===== src/rtl/core/kfq_pkg.sv =====
// shared types and constants for the keyed fifo queue
package kfq_pkg;

  localparam int unsigned DEPTH_DEF = 16;
  localparam int unsigned DATA_W    = 32;

  typedef enum logic [1:0] {
    ACT_ENQ    = 2'd0,
    ACT_DEQ    = 2'd1,
    ACT_LOOKUP = 2'd2,
    ACT_UPDATE = 2'd3
  } kfq_action_t;

  typedef enum logic [2:0] {
    ST_OK      = 3'd0,
    ST_DUP     = 3'd1,
    ST_EMPTY   = 3'd2,
    ST_MISSING = 3'd3,
    ST_FULL    = 3'd4
  } kfq_status_t;

  typedef enum logic [1:0] {
    S_IDLE,
    S_SCAN,
    S_DEQ
  } kfq_state_t;

  typedef struct packed {
    logic load;
    logic scan;
    logic fin_search;
    logic fin_deq;
  } kfq_cmd_t;

  typedef struct packed {
    logic hit;
    logic exhausted;
  } kfq_sts_t;

endpackage


===== src/rtl/core/keyed_fifo_queue.sv =====
// top level of the keyed fifo queue
// A first-in first-out queue of unique key and value pairs held in a ring of
// DEPTH entries. A command is taken when start is high and busy is low; one
// result follows, shown for a single cycle with out_valid high, and the
// receiver cannot stall it. A dequeue passes through the S_DEQ state before
// the next transfer. Enqueue, lookup and update search the queued keys
// from the front, one entry per cycle through the read port of the key ram;
// the search ends on a hit or once every queued entry has been read. The
// result appears in the first cycle with busy low, and a new command may be
// transferred in that same cycle.
module keyed_fifo_queue
  import kfq_pkg::*;
#(
  parameter int unsigned DEPTH = DEPTH_DEF
) (
  input  logic                              clk,
  input  logic                              rst_n,
  input  logic                              start,
  output logic                              busy,
  input  logic [1:0]                        in_action,
  input  logic signed [DATA_W-1:0]          in_key,
  input  logic signed [DATA_W-1:0]          in_value,
  output logic                              out_valid,
  output logic [2:0]                        out_status,
  output logic signed [DATA_W-1:0]          out_key,
  output logic signed [DATA_W-1:0]          out_value,
  output logic [$clog2(DEPTH+1)-1:0]        out_occupancy,
  output logic                              out_is_empty
);

  kfq_cmd_t cmd;
  kfq_sts_t sts;

  kfq_ctrl u_ctrl (
    .clk       (clk),
    .rst_n     (rst_n),
    .start     (start),
    .in_action (in_action),
    .sts       (sts),
    .cmd       (cmd),
    .busy      (busy)
  );

  kfq_dp #(.DEPTH(DEPTH)) u_dp (
    .clk           (clk),
    .rst_n         (rst_n),
    .cmd           (cmd),
    .in_action     (in_action),
    .in_key        (in_key),
    .in_value      (in_value),
    .sts           (sts),
    .out_valid     (out_valid),
    .out_status    (out_status),
    .out_key       (out_key),
    .out_value     (out_value),
    .out_occupancy (out_occupancy),
    .out_is_empty  (out_is_empty)
  );

`ifndef SYNTH
  a_result_after_busy: assert property (@(posedge clk) disable iff (!rst_n)
    out_valid |-> $past(busy))
    else $error("result without a command in flight");

  a_transfer_sets_busy: assert property (@(posedge clk) disable iff (!rst_n)
    (start && !busy) |=> busy)
    else $error("busy not raised after a transfer");

  a_occupancy_bound: assert property (@(posedge clk) disable iff (!rst_n)
    out_valid |-> (out_occupancy <= ($clog2(DEPTH+1))'(DEPTH)))
    else $error("occupancy above depth");

  a_empty_flag: assert property (@(posedge clk) disable iff (!rst_n)
    out_valid |-> (out_is_empty == (out_occupancy == '0)))
    else $error("empty flag disagrees with occupancy");

  a_fail_zero_payload: assert property (@(posedge clk) disable iff (!rst_n)
    (out_valid && (out_status != ST_OK)) |-> ((out_key == '0) && (out_value == '0)))
    else $error("nonzero payload on a failed command");
`endif

endmodule


===== src/rtl/core/kfq_ram.sv =====
// generic single write port ram with registered read
module kfq_ram #(
  parameter int unsigned WIDTH = 32,
  parameter int unsigned DEPTH = 16
) (
  input  logic                     clk,
  input  logic                     we,
  input  logic [$clog2(DEPTH)-1:0] waddr,
  input  logic [WIDTH-1:0]         wdata,
  input  logic [$clog2(DEPTH)-1:0] raddr,
  output logic [WIDTH-1:0]         rdata
);

  logic [WIDTH-1:0] mem [DEPTH];
  logic [WIDTH-1:0] rdata_r;

  always_ff @(posedge clk) begin
    if (we) begin
      mem[waddr] <= wdata;
    end
    rdata_r <= mem[raddr];
  end

  assign rdata = rdata_r;

endmodule


===== src/rtl/core/kfq_ctrl.sv =====
// controller state machine for the keyed fifo queue
module kfq_ctrl
  import kfq_pkg::*;
(
  input  logic       clk,
  input  logic       rst_n,
  input  logic       start,
  input  logic [1:0] in_action,
  input  kfq_sts_t   sts,
  output kfq_cmd_t   cmd,
  output logic       busy
);

  kfq_state_t  state_r;
  kfq_state_t  state_nxt;
  kfq_action_t act;

  assign act = kfq_action_t'(in_action);

  always_ff @(posedge clk) begin
    if (!rst_n) begin
      state_r <= S_IDLE;
    end else begin
      state_r <= state_nxt;
    end
  end

  always_comb begin
    state_nxt = state_r;
    case (state_r)
      S_IDLE: begin
        if (start) begin
          case (act)
            ACT_DEQ: state_nxt = S_DEQ;
            default: state_nxt = S_SCAN;
          endcase
        end
      end
      S_SCAN: begin
        if (sts.hit || sts.exhausted) begin
          state_nxt = S_IDLE;
        end
      end
      S_DEQ: state_nxt = S_IDLE;
      default: state_nxt = S_IDLE;
    endcase
  end

  always_comb begin
    cmd  = '0;
    busy = 1'b1;
    case (state_r)
      S_IDLE: begin
        busy     = 1'b0;
        cmd.load = start;
      end
      S_SCAN: begin
        cmd.scan       = 1'b1;
        cmd.fin_search = sts.hit || sts.exhausted;
      end
      S_DEQ: cmd.fin_deq = 1'b1;
      default: busy = 1'b0;
    endcase
  end

endmodule


===== src/rtl/core/kfq_dp.sv =====
// datapath: ring pointers, key scan and result registers
module kfq_dp
  import kfq_pkg::*;
#(
  parameter int unsigned DEPTH = DEPTH_DEF
) (
  input  logic                       clk,
  input  logic                       rst_n,
  input  kfq_cmd_t                   cmd,
  input  logic [1:0]                 in_action,
  input  logic [DATA_W-1:0]          in_key,
  input  logic [DATA_W-1:0]          in_value,
  output kfq_sts_t                   sts,
  output logic                       out_valid,
  output logic [2:0]                 out_status,
  output logic [DATA_W-1:0]          out_key,
  output logic [DATA_W-1:0]          out_value,
  output logic [$clog2(DEPTH+1)-1:0] out_occupancy,
  output logic                       out_is_empty
);

  localparam int unsigned IDX_W = $clog2(DEPTH);
  localparam int unsigned CNT_W = $clog2(DEPTH + 1);

  logic [IDX_W-1:0]  head_r, head_nxt;
  logic [CNT_W-1:0]  count_r, count_nxt;
  logic [CNT_W-1:0]  idx_r, idx_nxt;
  logic [IDX_W-1:0]  slot_r, slot_nxt;
  logic [IDX_W-1:0]  pipe_slot_r, pipe_slot_nxt;
  logic              pipe_vld_r, pipe_vld_nxt;
  kfq_action_t       action_r;
  logic [DATA_W-1:0] key_r;
  logic [DATA_W-1:0] value_r;

  logic              out_valid_r, out_valid_nxt;
  kfq_status_t       status_r, status_nxt;
  logic [DATA_W-1:0] okey_r, okey_nxt;
  logic [DATA_W-1:0] oval_r, oval_nxt;
  logic [CNT_W-1:0]  occ_r;
  logic              empty_r;

  logic [DATA_W-1:0] key_rdata;
  logic [DATA_W-1:0] val_rdata;
  logic [IDX_W-1:0]  rd_addr;
  logic              key_we;
  logic              val_we;
  logic [IDX_W-1:0]  val_waddr;
  logic [IDX_W-1:0]  tail;
  logic [CNT_W:0]    tail_sum;
  logic              issue;

  kfq_ram #(.WIDTH(DATA_W), .DEPTH(DEPTH)) u_key_ram (
    .clk   (clk),
    .we    (key_we),
    .waddr (tail),
    .wdata (key_r),
    .raddr (rd_addr),
    .rdata (key_rdata)
  );

  kfq_ram #(.WIDTH(DATA_W), .DEPTH(DEPTH)) u_val_ram (
    .clk   (clk),
    .we    (val_we),
    .waddr (val_waddr),
    .wdata (value_r),
    .raddr (rd_addr),
    .rdata (val_rdata)
  );

  assign rd_addr = cmd.scan ? slot_r : head_r;
  assign issue   = idx_r < count_r;

  assign sts.hit       = pipe_vld_r && (key_rdata == key_r);
  assign sts.exhausted = !pipe_vld_r && !issue;

  always_comb begin
    tail_sum = (CNT_W+1)'(head_r) + (CNT_W+1)'(count_r);
    if (tail_sum >= (CNT_W+1)'(DEPTH)) begin
      tail_sum = tail_sum - (CNT_W+1)'(DEPTH);
    end
    tail = tail_sum[IDX_W-1:0];
  end

  // scan bookkeeping
  always_comb begin
    idx_nxt       = idx_r;
    slot_nxt      = slot_r;
    pipe_vld_nxt  = pipe_vld_r;
    pipe_slot_nxt = pipe_slot_r;
    if (cmd.load) begin
      idx_nxt      = '0;
      slot_nxt     = head_r;
      pipe_vld_nxt = 1'b0;
    end else if (cmd.scan) begin
      pipe_vld_nxt  = issue;
      pipe_slot_nxt = slot_r;
      if (issue) begin
        idx_nxt  = idx_r + CNT_W'(1);
        slot_nxt = (slot_r == IDX_W'(DEPTH - 1)) ? '0 : slot_r + IDX_W'(1);
      end
    end
  end

  // result and state update
  always_comb begin
    head_nxt      = head_r;
    count_nxt     = count_r;
    status_nxt    = ST_OK;
    okey_nxt      = '0;
    oval_nxt      = '0;
    key_we        = 1'b0;
    val_we        = 1'b0;
    val_waddr     = tail;
    out_valid_nxt = cmd.fin_search || cmd.fin_deq;
    if (cmd.fin_deq) begin
      if (count_r == '0) begin
        status_nxt = ST_EMPTY;
      end else begin
        okey_nxt  = key_rdata;
        oval_nxt  = val_rdata;
        head_nxt  = (head_r == IDX_W'(DEPTH - 1)) ? '0 : head_r + IDX_W'(1);
        count_nxt = count_r - CNT_W'(1);
      end
    end else if (cmd.fin_search) begin
      case (action_r)
        ACT_ENQ: begin
          if (sts.hit) begin
            status_nxt = ST_DUP;
          end else if (count_r == CNT_W'(DEPTH)) begin
            status_nxt = ST_FULL;
          end else begin
            key_we    = 1'b1;
            val_we    = 1'b1;
            count_nxt = count_r + CNT_W'(1);
          end
        end
        ACT_LOOKUP: begin
          if (sts.hit) begin
            okey_nxt = key_rdata;
            oval_nxt = val_rdata;
          end else begin
            status_nxt = ST_MISSING;
          end
        end
        ACT_UPDATE: begin
          if (sts.hit) begin
            val_we    = 1'b1;
            val_waddr = pipe_slot_r;
          end else begin
            status_nxt = ST_MISSING;
          end
        end
        default: status_nxt = ST_MISSING;
      endcase
    end
  end

  always_ff @(posedge clk) begin
    if (!rst_n) begin
      head_r      <= '0;
      count_r     <= '0;
      pipe_vld_r  <= 1'b0;
      out_valid_r <= 1'b0;
    end else begin
      head_r      <= head_nxt;
      count_r     <= count_nxt;
      pipe_vld_r  <= pipe_vld_nxt;
      out_valid_r <= out_valid_nxt;
    end
  end

  always_ff @(posedge clk) begin
    idx_r       <= idx_nxt;
    slot_r      <= slot_nxt;
    pipe_slot_r <= pipe_slot_nxt;
    if (cmd.load) begin
      action_r <= kfq_action_t'(in_action);
      key_r    <= in_key;
      value_r  <= in_value;
    end
    if (out_valid_nxt) begin
      status_r <= status_nxt;
      okey_r   <= okey_nxt;
      oval_r   <= oval_nxt;
      occ_r    <= count_nxt;
      empty_r  <= (count_nxt == '0);
    end
  end

  assign out_valid     = out_valid_r;
  assign out_status    = status_r;
  assign out_key       = okey_r;
  assign out_value     = oval_r;
  assign out_occupancy = occ_r;
  assign out_is_empty  = empty_r;

endmodule

===== config.mk =====
export PLATFORM = sky130hd
export DESIGN_NAME = keyed_fifo_queue
export DESIGN_NICKNAME = d
export VERILOG_FILES = /design/src/rtl/core/kfq_pkg.sv /design/src/rtl/core/keyed_fifo_queue.sv /design/src/rtl/core/kfq_ram.sv /design/src/rtl/core/kfq_ctrl.sv /design/src/rtl/core/kfq_dp.sv
export SDC_FILE = /design/constraint.sdc
export NUM_CORES = 2
export LEC_CHECK = 0
export BUFFER_PORTS_ARGS = -buffer_cell sky130_fd_sc_hd__buf_2
export CORE_MARGIN = 5
export CORE_UTILIZATION = 60
export CTS_CLUSTER_DIAMETER = 40
export DETAILED_ROUTE_END_ITERATION = 16
export PLACE_DENSITY = 0.84
export SETUP_SLACK_MARGIN = 0.05
export SLEW_MARGIN = 20
export SYNTH_ARGS = -nofsm -noshare
export SYNTH_HDL_FRONTEND = slang
export SYNTH_SLANG_ARGS = --single-unit

===== constraint.sdc =====
create_clock -name clk -period 12 [get_ports clk]
set_input_delay 1.2 -clock clk [delete_from_list [all_inputs] [get_ports clk]]
set_output_delay 1.2 -clock clk [all_outputs]
set_load 0.03 [all_outputs]

=== Word-level counts from Yosys, hierarchy flattened ===
Memory sizes are Yosys's and may differ from the RTL's. A register that Yosys moved wholly into a read port is not among the register bits.
Index checks and enable logic that the tools add are counted.
Widths: inputs -> output; s select.

* Shifts and indexed selects: 0
* $add $sub $neg: 7
* Reduce and logical (&&, ||, !) cells: 20
* Mux-type cells: 55
* $mul: 0
* Equal/unequal tests: 11
* Bitwise operators: 3
* Order comparisons: 2
* Divide/modulo/power cells: 0

{| class="wikitable"
|+ Operators with widths
! cell !! count
|-
| $mux 32 || 10
|-
| $mux 4 || 11
|-
| $eq 32x32->1 || 1
|-
| $mux 5 || 6
|-
| $mux 1 || 15
|-
| $mux 2 || 6
|-
| $mux 3 || 4
|-
| $add 5x1->5 const B || 2
|-
| $logic_not 5->1 || 2
|-
| $reduce_and 2->1 || 5
|-
| $add 4x1->4 const B || 2
|-
| $eq 4x4->1 const B || 2
|-
| $add 4x5->6 || 1
|-
| $eq 2x2->1 const B || 3
|-
| $ge 6x5->1 const B || 1
|-
| $pmux 3 s2 || 1
|-
| $reduce_or 2->1 || 3
|-
| $eq 5x5->1 const B || 1
|-
| $lt 5x5->1 || 1
|-
| $sub 5x1->5 const B || 1
|-
| $eq 2x1->1 const B || 2
|-
| $logic_not 2->1 || 2
|-
| $pmux 2 s2 || 1
|-
| $reduce_bool 2->1 || 2
|-
| other kinds (8) || 13
|}

* Register bits after elaboration: 165
* Output and inout port bits: 75
* RAM bits: 1,024
* Logic and storage cells: 116
* Memory bits (read-only): 0
* Memories kept: 2
* Latch bits: 0
* Input bits: 69

{| class="wikitable"
|+ Memories
! name !! depth !! width !! rd ports !! clocked after memory_dff !! wr ports !! RTL line !! source
|-
| u_dp.u_key_ram.mem || 16 || 32 || 1 || 1 || 1 || kfq_ram.sv:14 || <nowiki>logic [WIDTH-1:0] mem [DEPTH];</nowiki>
|-
| u_dp.u_val_ram.mem || 16 || 32 || 1 || 1 || 1 || kfq_ram.sv:14 ||
|}

=== Depth between registers and ports, before layout ===
* Depth after elaboration: 9
* Gate-level depth with buffers: 9
* Mapped depth without buffers: 9

=== By module ===
From an unflattened synthesis, not the netlist that was laid out.

* Cell total of the unflattened synthesis: 2,158
* Area, all modules: 46,608.5 um2

{| class="wikitable"
|+ By module, submodules not included
! module !! cells each !! area an instance (um2) !! instances !! sequential area each (um2)
|-
| kfq_ram || 838 || 19,835.3 || 2 || 16,015.4
|-
| kfq_dp || 460 || 6,760.2 || 1 || 4,734.5
|-
| kfq_ctrl || 22 || 177.7 || 1 || 40.0
|}

=== Worst setup path before layout ===
No wires, ideal clock.

* Kind: register -> register
* Start point: reg u_dp.key_r[14]
* End point: mem u_dp.u_val_ram.mem[15][0], enable pin
* Slack: 6,882 ps
* Required time: 11,530 ps
* Stages on the path, launching flop included: 9
* Buffers on the path: 1
* Setup time: 470 ps
* Data arrival time: 4,648 ps
* Clock period less this slack: 5,118 ps
* Path through: edfxtp_1 > xor2_1 > nor4_1 > nand4_1 > nor4_4 > and3_1 > buf_4 > a31oi_1 > a211oi_1

* Word-level cells in the longest chain between the ends: 8
* Elaborated cells between the ends (all ways): 15
* Those cells by class: eq/ne: 1; mux: 12; reduce/logical: 2

{| class="wikitable"
|+ Ends and longest elaborated chain
! element !! RTL line !! source
|-
| from (decl) || kfq_dp.sv:32 || <nowiki>logic [DATA_W-1:0] key_r;</nowiki>
|-
| from (signal assigned) || kfq_dp.sv:178 || <nowiki>key_r <= in_key;</nowiki>
|-
| $eq 32x32->1 * || kfq_dp.sv:73 || <nowiki>assign sts.hit = pipe_vld_r && (key_rdata == key_r);</nowiki>
|-
| $logic_and 1x1->1 * || kfq_dp.sv:73 ||
|-
| $mux 1 (tied with other cells) || kfq_dp.sv:146 || <nowiki>if (sts.hit) begin</nowiki>
|-
| $pmux 1 s2 or $mux 2 (tied branches) || kfq_dp.sv:125, kfq_ctrl.sv:52 ||
|-
| $mux 1 || kfq_dp.sv:124 || <nowiki>end else if (cmd.fin_search) begin</nowiki>
|-
| $mux 1 || kfq_dp.sv:115 || <nowiki>if (cmd.fin_deq) begin</nowiki>
|-
| $mux 1 || kfq_ram.sv:18 || <nowiki>if (we) begin</nowiki>
|-
| $mux 1 (implied by the code) || kfq_ram.sv:19 || <nowiki>mem[waddr] <= wdata;</nowiki>
|-
| to (decl) || kfq_ram.sv:14 ||
|}

Every way passes the cells marked *; elsewhere a longest branch is shown, timed or not.

=== Worst setup path after layout ===
* Start point: reg u_dp.key_r[18]
* End point: mem u_dp.u_val_ram.mem[7][18], enable pin

The elaborated chain is that of the path after synthesis.

==> summary.md <==
| Metric | Value |
|---|---|
| First-pass GRT wire length | `170000 µm` |
| Num Clock Sinks | `1253` |
| Drt pass-1 iters | `6` |
| IO buf count | `143` |
| N_diodes | `0` |
| Share of layout cells above drive strength 1 | `26.8%` |
| Synthesized area | `47100 µm²` |
| TNS Setup | `0 ns` |
| Total CTS buffers | `133` |
| Nets | `around 2.6k` |
| Seq/Total Area, Yosys | `a little under 80%` |
| Post-CTS Setup Bufs | `0` |
| Slew margin rel. | `22.9%` |
| Worst Path Max Fanout | `32` |
| All-Layer GR Usage | `between 20% and 30%` |
| Gpl congestion | `0.846` |
| Pwr Density | `179 nW/µm²` |
| CP top delay family | `simple AND/OR/NAND/NOR gates` |
| Setup crit start kind | `flop` |
| CTS tree | `yes` |
| Worst VDD drop | `0.183 mV` |
| Vias per inst | `approximately 6.7` |
| Hold_sp | `u_dp.idx_r[1]` |
| Row count | `around 100` |
| Root buffer cell | `clkbuf_16` |
| Slew at the pin closest to its max-slew limit | `1.15 ns` |
| DR vias | `24.5k` |
| Post-synth EDFFs | `1171` |
| Net Switching | `between 2 and 2.5 mW` |
| Status | `finished, final reports clean` |
| Grt total ovfl | `0` |
| Crit-path cells | `xor2_1 > nor4_1 > nand4_1 > nor4_4 > and3_1 > nand3_1 > a211oi_4 > buf_4` |
| Clock latency on the worst-skew pair | `0.73 ns` |
| CP required | `12.35 ns` |
| CP Capture Type | `flop` |
| # DRC | `0` |
| Vias in the first global route | `25.6k` |
| Flops & latches, synth | `1253` |
| Reg-to-reg setup timing slack | `between 6 and 7 ns` |
| Crit-path max cell delay | `0.95 ns` |
| Antenna-violating nets left | `0` |
| Mux cell area share after synthesis | `12.4%` |
| Clock Skews | `0.0263 ns` |
| CP max-delay cell | `nor4_1` |
| CP arrival | `5.69 ns` |
| Netlist cell types | `55` |
| Asr flop ratio synth | `0%` |
| Area grow syn2layout | `14.3%` |
| DP HPWL | `55300 µm` |
| Sequential share of power | `a little over half` |
| Starting density of the core | `60.6%` |
| H-Tree Depth | `4` |
| Unrepaired setup endpoints after global routing | `no` |
| Placement Cell Area | `49400 µm²` |
| Max-Cap Viols | `0` |
| R2R Path Start | `u_dp.key_r[18]` |
| Core region area | `77700 µm²` |
| Largest family of logic cells by synthesized area | `multiplexers` |
| Yosys top cell area share | `between 70 and 80%` |
| Syn Area/Cell | `20.6 µm²` |
| Switching share of power | `between 20% and 30%` |
| XOR/XNOR Fraction of Synth Area | `0.799%` |
| Area contributors post-synth | `edfxtp_1 (75%), mux4_2 (12%), dfxtp_1 (3.5%)` |
| Top FF cell, synth | `edfxtp_1` |
| YS warnings | `0` |
| Hold_buf cts | `0` |
| Int Power | `7.48 mW` |
| Area leader, netlist | `edfxtp_1` |
| Io pins | `144` |
| CP Buf/Inv Count | `1` |
| Compound-Gate Fraction of Synth Area | `under 10%` |
| Min cycle time layout | `~5.3 ns` |
| Count of final hold-check violations | `0` |
| Critical setup path kind | `flop to flop` |
| Worst reg2reg path depth | `8` |
| Antenna violations before repair | `4` |
| Logic pwr share | `5.2%` |
| Crit share post-route | `around 45%` |
| Finished Cell Area | `53900 µm²` |
| Clock share of power | `42.6%` |
| Final WL | `116000 µm` |
| Routed WL per cell | `31.7 µm` |
| Final setup fails | `0` |
| DRT iter0 DRCs | `3388` |
| Hold EP | `u_dp.idx_r[1]` |
| Die Y | `about 290 µm` |
| Die area | `84300 µm²` |
| Die width | `290 µm` |
| Largest net degree at the start of global routing | `156` |
| Slew Limit Fails | `0` |
| Leakage | `roughly 18 nW` |
| Simple-gate share of the synthesized area | `4.19%` |
| Fmax | `187 MHz` |
| Hold Path Stages | `2` |
| HP Class | `flop to flop` |
| Post-Syn Instances | `between 2k and 2.5k` |
| Resized cells post-CTS | `0` |
| R2r endpoint | `u_dp.u_val_ram.mem[7][18]` |
| Post-synthesis adder-cell area fraction | `0.573%` |
| Clk buf depth | `3` |
| Syn nets | `2382` |
| Clock slew at reported path FFs | `roughly 0.07 ns` |
flip-flops by register name, indices dropped and copies added (netlist names), 2 cells and up:
register / cells
u_ctrl.state_r: 2
u_dp.action_r: 2
u_dp.count_r: 5
u_dp.head_r: 4
u_dp.idx_r: 5
u_dp.key_r: 32
u_dp.out_key: 32
u_dp.out_occupancy: 5
u_dp.out_status: 3
u_dp.out_value: 32
u_dp.pipe_slot_r: 4
u_dp.slot_r: 4
u_dp.u_key_ram.mem: 512
u_dp.u_key_ram.rdata: 32
u_dp.u_val_ram.mem: 512
u_dp.u_val_ram.rdata: 32
u_dp.value_r: 32
layer usage:
layer | share of wire, % | global-route usage, % | vias to the layer above
met5 | 0.0086 | 0 | -
met4 | 4.5 | 12.3 | 2
met3 | 9.6 | 5.14 | 321
met2 | 52 | 47.2 | 1824
met1 | 34 | 34.7 | 12600
li1 | - | - | 9756
power groups by stage:
stage	clock, mW	combinational (mW)	sequential, mW
finish	4.10	0.504	5.01
global route	4.35	0.535	5.02
CTS	4.14	0.505	5.01
detailed placement	0	0.489	5.10
global placement	0	0.476	5.08
floorplan	0	0.300	5.10
worst min-delay path: stages (launching register included):
cell	delay, ns
dfxtp_1	0.34
nand2_1	0.07
a21oi_1	0.06
cells in the final DEF (no fill, tap or decap), drive strengths merged, types with 14 or more instances in the layout:
| master | instances |
|---|---|
| mux4 | 256 |
| buf | 193 |
| a21oi | 18 |
| nand2 | 154 |
| a211oi | 71 |
| dfxtp | 82 |
| nor2b | 67 |
| clkinv | 40 |
| nor3 | 14 |
| nor2 | 35 |
| a31oi | 68 |
| inv | 37 |
| clkbuf | 167 |
| xor2 | 32 |
| ha | 20 |
| edfxtp | 1171 |
| and2 | 70 |
Yosys cell counts (all sizes together), types with 2 or more instances:
cell / n
and3: 3
o211ai: 2
o31ai: 2
a311oi: 2
nand3: 10
edfxtp: 1171
or3: 3
xor2: 32
a31oi: 68
and2: 70
buf: 38
nor2: 35
nor4: 10
a32o: 2
mux2i: 9
ha: 20
nand2: 154
a21o: 3
mux4: 256
a211oi: 71
nor4b: 2
clkbuf: 74
nor3: 14
o21ai: 7
o311ai: 3
nand2b: 7
xnor2: 11
or2: 3
nand4: 9
nor2b: 67
dfxtp: 82
a21oi: 18
inv: 20
layout make-up:
class                      count  area [µm²]
clock buffer                 167        3610
sequential                  1253       36800
tap                         1040        1300
timing repair buffer         193        1160
fill                        4381       23900
inverter                      20        77.6
multi-input combinational    907       10100
clock inverter                75         781
cells by family after synthesis:
family	Yosys count
and+or+nand+nor	390
AOI/OAI and AO/OA	187
adders and majority gates	21
xor gates and xnor gates	43
muxes	266
buffers and inverters	132
DFF	1253
per-stage QoR:
stage | power (mW) | instances | util [%] | hold WS, ns | setup slack [ns]
final | 9.62 | 3655 | 69.3 | 0.517 | 6.66
after floorplan | 5.40 | 2292 | - | 0.470 | 6.88
after CTS | 9.66 | 3653 | 69.2 | 0.511 | 6.58
after global placement | 5.56 | 3411 | 63.6 | 0.489 | 7.06
after global routing | 9.91 | 3655 | 69.3 | 0.543 | 6.60
after detailed placement | 5.59 | 3411 | 63.6 | 0.504 | 6.76
worst max path at each step:
stage	startpoint	to	slack, ns	cells past startpoint
final	u_dp.key_r[18]	u_dp.u_val_ram.mem[7][18]	6.66	8
after CTS	u_dp.key_r[3]	u_dp.u_val_ram.mem[7][14]	6.58	8
after global placement	u_dp.key_r[8]	u_dp.out_key[11]	7.06	8
after floorplan	u_dp.key_r[14]	u_dp.u_val_ram.mem[15][0]	6.88	8
after detailed placement	u_dp.key_r[25]	u_dp.out_value[17]	6.76	8
after global routing	u_dp.key_r[8]	u_dp.u_val_ram.mem[11][31]	6.60	8
(Power assumes the default switching activity.)
